### src/hw/rtl/lbpvar_pkg.sv
// ----------------------------------------------------------------------------
// lbpvar_pkg
// Shared types, constants and sample-forming helpers of the local variance
// filter.
// ----------------------------------------------------------------------------
package lbpvar_pkg;

  localparam int PIX_W  = 8;
  localparam int SAMP_W = 16;   // Q8 circle sample, max 65280
  localparam int VAR_W  = 19;   // variance, Q4
  localparam int NUM_W  = 38;   // 8*S2 - S1^2
  localparam int X_W    = 23;   // numerator with 15 low bits dropped
  localparam int DROP_BITS = 15; // 56*4096 = 7 * 2^15

  // Bilinear weights of a diagonal point, Q8, sum to 256
  localparam logic [7:0] W_CORNER = 8'd128;
  localparam logic [7:0] W_EDGE   = 8'd53;
  localparam logic [7:0] W_CENTRE = 8'd22;

  // x/7 by reciprocal: floor(2^26/7), then one correction step
  localparam int          DIV7_SHIFT = 26;
  localparam logic [23:0] DIV7_MUL   = 24'd9586980;
  localparam logic [23:0] DIVISOR    = 24'd7;

  // Configuration register indexes
  localparam logic REG_IMAGE_WIDTH  = 1'b0;
  localparam logic REG_IMAGE_HEIGHT = 1'b1;

  // 3x3 window, [row][col]; row 0 is the oldest line, col 2 the newest pixel
  typedef logic [2:0][2:0][PIX_W-1:0] lbpvar_win_t;

  typedef struct packed {
    logic valid;
    logic row_end;
    logic frame_end;
  } lbpvar_tag_t;

  function automatic logic [SAMP_W-1:0] axis_sample(input logic [PIX_W-1:0] p);
    return {p, 8'h00};
  endfunction

  function automatic logic [SAMP_W-1:0] diag_sample(input logic [PIX_W-1:0] corner,
                                                   input logic [PIX_W-1:0] e1,
                                                   input logic [PIX_W-1:0] e2,
                                                   input logic [PIX_W-1:0] ctr);
    logic [16:0] acc;
    acc = 17'(corner) * 17'(W_CORNER)
        + (17'(e1) + 17'(e2)) * 17'(W_EDGE)
        + 17'(ctr) * 17'(W_CENTRE);
    return acc[SAMP_W-1:0];
  endfunction

endpackage

### src/hw/rtl/lbpvar_variance.sv
// ----------------------------------------------------------------------------
// lbpvar_variance
// Seven-stage pipeline: circle samples, squares, sums, numerator, and an
// exact divide by 7*2^15 via reciprocal multiply and one correction.
// ----------------------------------------------------------------------------
module lbpvar_variance import lbpvar_pkg::*; (
  input  logic              clk,
  input  logic              rst,
  input  logic              en,
  input  lbpvar_win_t       win,
  input  lbpvar_tag_t       tag_in,
  output lbpvar_tag_t       tag_out,
  output logic [VAR_W-1:0]  variance
);

  lbpvar_tag_t tag0, tag1, tag2, tag3, tag4, tag5;

  logic [SAMP_W-1:0] samp [8];
  logic [31:0]       sq1  [8];
  logic [16:0]       p1   [4];
  logic [32:0]       q2   [4];
  logic [18:0]       s1_2;
  logic [34:0]       s2_3;
  logic [NUM_W-1:0]  s1sq_3;
  logic [X_W-1:0]    x4, x5;
  logic [46:0]       prod5;

  logic [NUM_W-1:0]  num;
  logic [20:0]       q0;
  logic [23:0]       rem;
  logic [20:0]       quot;

  always_comb begin
    num  = {s2_3, 3'b000};
    q0   = prod5[46:DIV7_SHIFT];
    rem  = 24'(x5) - 24'(q0) * DIVISOR;
    quot = (rem >= DIVISOR) ? q0 + 21'd1 : q0;
  end

  // tags
  always_ff @(posedge clk) begin
    if (rst) begin
      tag0    <= '0;
      tag1    <= '0;
      tag2    <= '0;
      tag3    <= '0;
      tag4    <= '0;
      tag5    <= '0;
      tag_out <= '0;
    end else if (en) begin
      tag0    <= tag_in;
      tag1    <= tag0;
      tag2    <= tag1;
      tag3    <= tag2;
      tag4    <= tag3;
      tag5    <= tag4;
      tag_out <= tag5;
    end
  end

  // data path
  always_ff @(posedge clk) begin
    if (en) begin
      // stage 0: circle samples, counterclockwise from the right
      samp[0] <= axis_sample(win[1][2]);
      samp[1] <= diag_sample(win[0][2], win[0][1], win[1][2], win[1][1]);
      samp[2] <= axis_sample(win[0][1]);
      samp[3] <= diag_sample(win[0][0], win[0][1], win[1][0], win[1][1]);
      samp[4] <= axis_sample(win[1][0]);
      samp[5] <= diag_sample(win[2][0], win[1][0], win[2][1], win[1][1]);
      samp[6] <= axis_sample(win[2][1]);
      samp[7] <= diag_sample(win[2][2], win[2][1], win[1][2], win[1][1]);

      // stage 1: squares, pair sums
      for (int k = 0; k < 8; k++) begin
        sq1[k] <= 32'(samp[k]) * 32'(samp[k]);
      end
      for (int j = 0; j < 4; j++) begin
        p1[j] <= 17'(samp[2*j]) + 17'(samp[2*j+1]);
      end

      // stage 2: pair sums of squares, S1
      for (int j = 0; j < 4; j++) begin
        q2[j] <= 33'(sq1[2*j]) + 33'(sq1[2*j+1]);
      end
      s1_2 <= 19'(p1[0]) + 19'(p1[1]) + 19'(p1[2]) + 19'(p1[3]);

      // stage 3: S2, S1^2
      s2_3   <= (35'(q2[0]) + 35'(q2[1])) + (35'(q2[2]) + 35'(q2[3]));
      s1sq_3 <= NUM_W'(s1_2) * NUM_W'(s1_2);

      // stage 4: numerator, drop the power-of-two part of the divisor
      if (num >= s1sq_3) begin
        x4 <= X_W'((num - s1sq_3) >> DROP_BITS);
      end else begin
        x4 <= '0;
      end

      // stage 5: reciprocal multiply
      prod5 <= 47'(x4) * 47'(DIV7_MUL);
      x5    <= x4;

      // stage 6: estimate is low by at most one
      variance <= quot[VAR_W-1:0];
    end
  end

endmodule

### config.mk
export PLATFORM = sky130hd
export DESIGN_NAME = lbpvar_variance
export DESIGN_NICKNAME = d
export VERILOG_FILES = /design/src/hw/rtl/lbpvar_pkg.sv /design/src/hw/rtl/lbpvar_variance.sv
export SDC_FILE = /design/constraint.sdc
export NUM_CORES = 2
export LEC_CHECK = 0
export ABC_AREA = 1
export BUFFER_PORTS_ARGS = -buffer_cell sky130_fd_sc_hd__buf_2
export CELL_PAD_IN_SITES_DETAIL_PLACEMENT = 0
export CELL_PAD_IN_SITES_GLOBAL_PLACEMENT = 1
export CORE_ASPECT_RATIO = 1.4
export CORE_MARGIN = 4
export CORE_UTILIZATION = 30
export CTS_BUF_LIST = sky130_fd_sc_hd__clkbuf_4 sky130_fd_sc_hd__clkbuf_8
export CTS_CLUSTER_DIAMETER = 100
export DETAILED_ROUTE_END_ITERATION = 6
export MAX_ROUTING_LAYER = met4
export PLACE_DENSITY_LB_ADDON = 0.15
export RECOVER_POWER = 50
export SLEW_MARGIN = 20
export SYNTH_ARGS = -nofsm -noshare
export SYNTH_HDL_FRONTEND = slang
export SYNTH_SLANG_ARGS = --single-unit
### constraint.sdc
create_clock -name clk -period 14.9 [get_ports clk]
set_input_delay 2.98 -clock clk [delete_from_list [all_inputs] [get_ports clk]]
set_output_delay 2.98 -clock clk [all_outputs]
set_load 0.03 [all_outputs]
==> impl_metrics.yaml <==
cts:
  cts_root_buf: "clkbuf_8"
  post-cts-setup-buffers: 0
  numCtsBuffers: 142
  clockBufferDepth: 4
  cts_sinks: 670
  ctsHoldBuffers: 0
  path_clk_slew_ns: 0.07
  cts-htree-levels: 4
  ctsResizeCount: 0
  worstSkewPairLatency_ns: 0.95
  cts_tree: "built"
global_routing:
  grt_use_total_pct: 17.48
  grt_pass1_wl_um: 428900
  grt_max_degree: 160
  overflow: 0
  grt_pass1_vias: 73550
  grt_antenna_before_repair: 11
logic_synthesis:
  synthTopCellsByArea: "fa_1 29%, edfxtp_1 20%, ha_1 17%"
  synth-main-ff-cell: "edfxtp_1"
  ys_seq_area_share_pct: 20.84
  synth_cells: 10430
  synth_cell_types: 53
  async_reset_ff_share_pct: 0
  synth-seq-cells: 670
  synth_fp_nets: 13200
  synth-edff-count: 649
  synth_top_area_share_pct: 28.62
  synth_top_area_cell: "fa_1"
  netlist_area_um2: 95540
  ys_warn_count: 0
  syn_area_per_cell_um2: 9.163
cells_and_area:
  nets: 13320
  regArea_um2: 19910
  area_growth_pct: 8.637
  drive_gt1_share_pct: 3.723
  fillerInstances: 33210
  multiInputGateArea_um2: 64410
timing:
  rsz0062_at_grt: "no"
  setup_viol: 0
  tns_ns: 0
  period_share_pct: 66.31
  period_minus_slack_ns: 9.880
  worst_pin_slew_ns: 4.470
  clock_skew_ns: 0.1464
  report.final.hold_viol_count: 0
  max_freq_ghz: 0.1012
  maxSlewHeadroom_pct: -198.0
  slew_violations: 402
drt:
  finalWirelength_um: 273600
  vias: 66350
  drt.antenna.violating_nets: 0
  viasPerCell: 4.475
  drc_errors: 0
  drtPass1Iterations: 5
  wl_per_cell_um: 18.45
  drt-initial-drc-count: 2636
die:
  chipHeight_um: 675.7
  die_w_um: 484.9
  pin_count: 100
  start_util_pct: 30.21
  rows: 244
  core_area_um2: 316300
  die_area_um2: 327700
run:
  maxCapViolations: 15
placed_design:
  gp_congestion: 0.8687
  dp_hpwl_um: 233900
  numPortBuffers: 99
setup_path:
  startpoint_type: "primary input"
  arrival_ns: 10.59
  r2r_setup_slack_ns: 7.52
  required_ns: 15.61
  timing.rr.end: "sq1[1][60]"
  crit_type: "primary input to register"
  crit_fanout: 80
  r2r.worst_path.cells: 21
  reg2reg_from: "samp[1][23]"
  end_kind: "register"
min_path:
  holdCritStartpoint: "sq1[0][35]"
  min_path_cells: 0
  hold_path_class: "register to register"
  hold_end: "q2[0][3]"
outcome:
  violations: "capacitance limit, slew limit"
  status: "finished, violations left"
## flip-flops by register name, indices dropped and copies added (netlist names)
signal    cells
x5           23
tag3          3
sq1         180
tag_out       3
q2          128
tag5          3
tag1          3
prod5        21
p1           68
s1sq_3       37
tag4          3
samp         96
tag0          3
variance     19
tag2          3
x4           23
s1_2         19
s2_3         35
## metal layers
metal	GRT usage [%]	vias up	wire, µm
li1	-	32380	-
met1	19.09	32840	107000
met2	33.96	776	153200
met3	1.451	352	5477
met4	4.274	0	7917
met5	-	-	0
## metrics by stage
stage          util, %  hold slack (ns)  cell area, µm²  std cells  worst slack, ns
2_1_floorplan        -           0.4003           95540      10430            6.839
3_3_place_gp     31.97           0.4050          101100      14580            5.660
3_5_place_dp     31.97           0.4045          101100      14580            5.802
4_1_cts          32.86           0.4160          103900      14820            6.735
5_1_grt          32.82           0.4275          103800      14830            3.980
6_report         32.82           0.4174          103800      14830            5.020
## synth_stat cells, types with 8 or more instances
cell       number
dfxtp_1        21
fa_1         1366
a31oi_1        49
nand4_1        53
or2_2          11
o21ai_0       225
a211oi_1        8
nand3_2        11
nor4_1         21
buf_1          15
xor2_1        366
a21boi_0        8
inv_1        2753
o21a_1          9
o2111ai_1      13
clkbuf_1      192
nand2_2         8
o21bai_1       55
nand2_1      1811
nor2_1        407
edfxtp_1      649
o211ai_1       23
nor3_1         44
ha_1         1332
nand3b_1        8
nand3_1       191
xnor2_1       128
a21oi_1       524
a21o_1         63
## cells in the final DEF (no fill, tap or decap), types with 9 or more instances in the layout
master and instances:
xor2_1 366, o211ai_1 23, o21ai_0 225, o21bai_1 55, edfxtp_1 649, xnor2_1 128, a21oi_1 524, nor4_1 21
nor2_1 407, buf_2 66, a21o_1 63, nand2_1 1811, nand3_2 11, ha_1 1332, clkinv_1 29, clkbuf_4 28
clkinv_2 16, clkbuf_1 57, buf_4 63, o2111ai_1 13, o21a_1 9, inv_1 2753, clkbuf_8 143, nand4_1 53
nand3_1 191, dfxtp_1 21, fa_1 1366, bufinv_16 12, nor3_1 44, a31oi_1 49, or2_2 11
## cells by family (layout without fill, tap and decap cells)
family / Yosys count / after routing / share of synthesized area [%]
other: 0 / 6 / 0
buffers and inverters: 2974 / 3185 / 11.74
multiplexers: 2 / 2 / 0.02357
adder cells (fa/ha/maj): 2698 / 2698 / 46.07
AND/OR/NAND/NOR: 2585 / 2585 / 10.90
AO/OA/AOI/OAI: 1004 / 1004 / 5.904
flip-flops: 670 / 670 / 20.84
XOR/XNOR: 494 / 494 / 4.529
## worst max-delay path: stages
cell	delay (ns)
clkbuf_1	3.06
clkbuf_1	2.72
inv_1	1.30
nand2_1	0.26
a21oi_1	0.09
## worst max path at each step
stage | start | end | slack, ns
after floorplan | win[33] | samp[0][62] | 6.84
after global placement | win[33] | samp[0][62] | 5.66
after detailed placement | win[32] | samp[1][63] | 5.80
after CTS | win[32] | samp[0][62] | 6.74
after global routing | en | tag4[0] | 3.98
final | en | tag4[0] | 5.02
## area by class of cell
class / instances / area share, %
inverters: 2760 / 9.981
diodes: 6 / 0.01447
well taps: 4182 / 5.041
repair buffers: 188 / 1.019
clock buffers: 171 / 2.099
clock inverters: 66 / 0.6039
flip-flops and latches: 670 / 19.18
multi-input cells: 6783 / 62.06
Power is not shown: default switching activity piles up to over one toggle a cycle in this logic, so the estimate is an artifact.
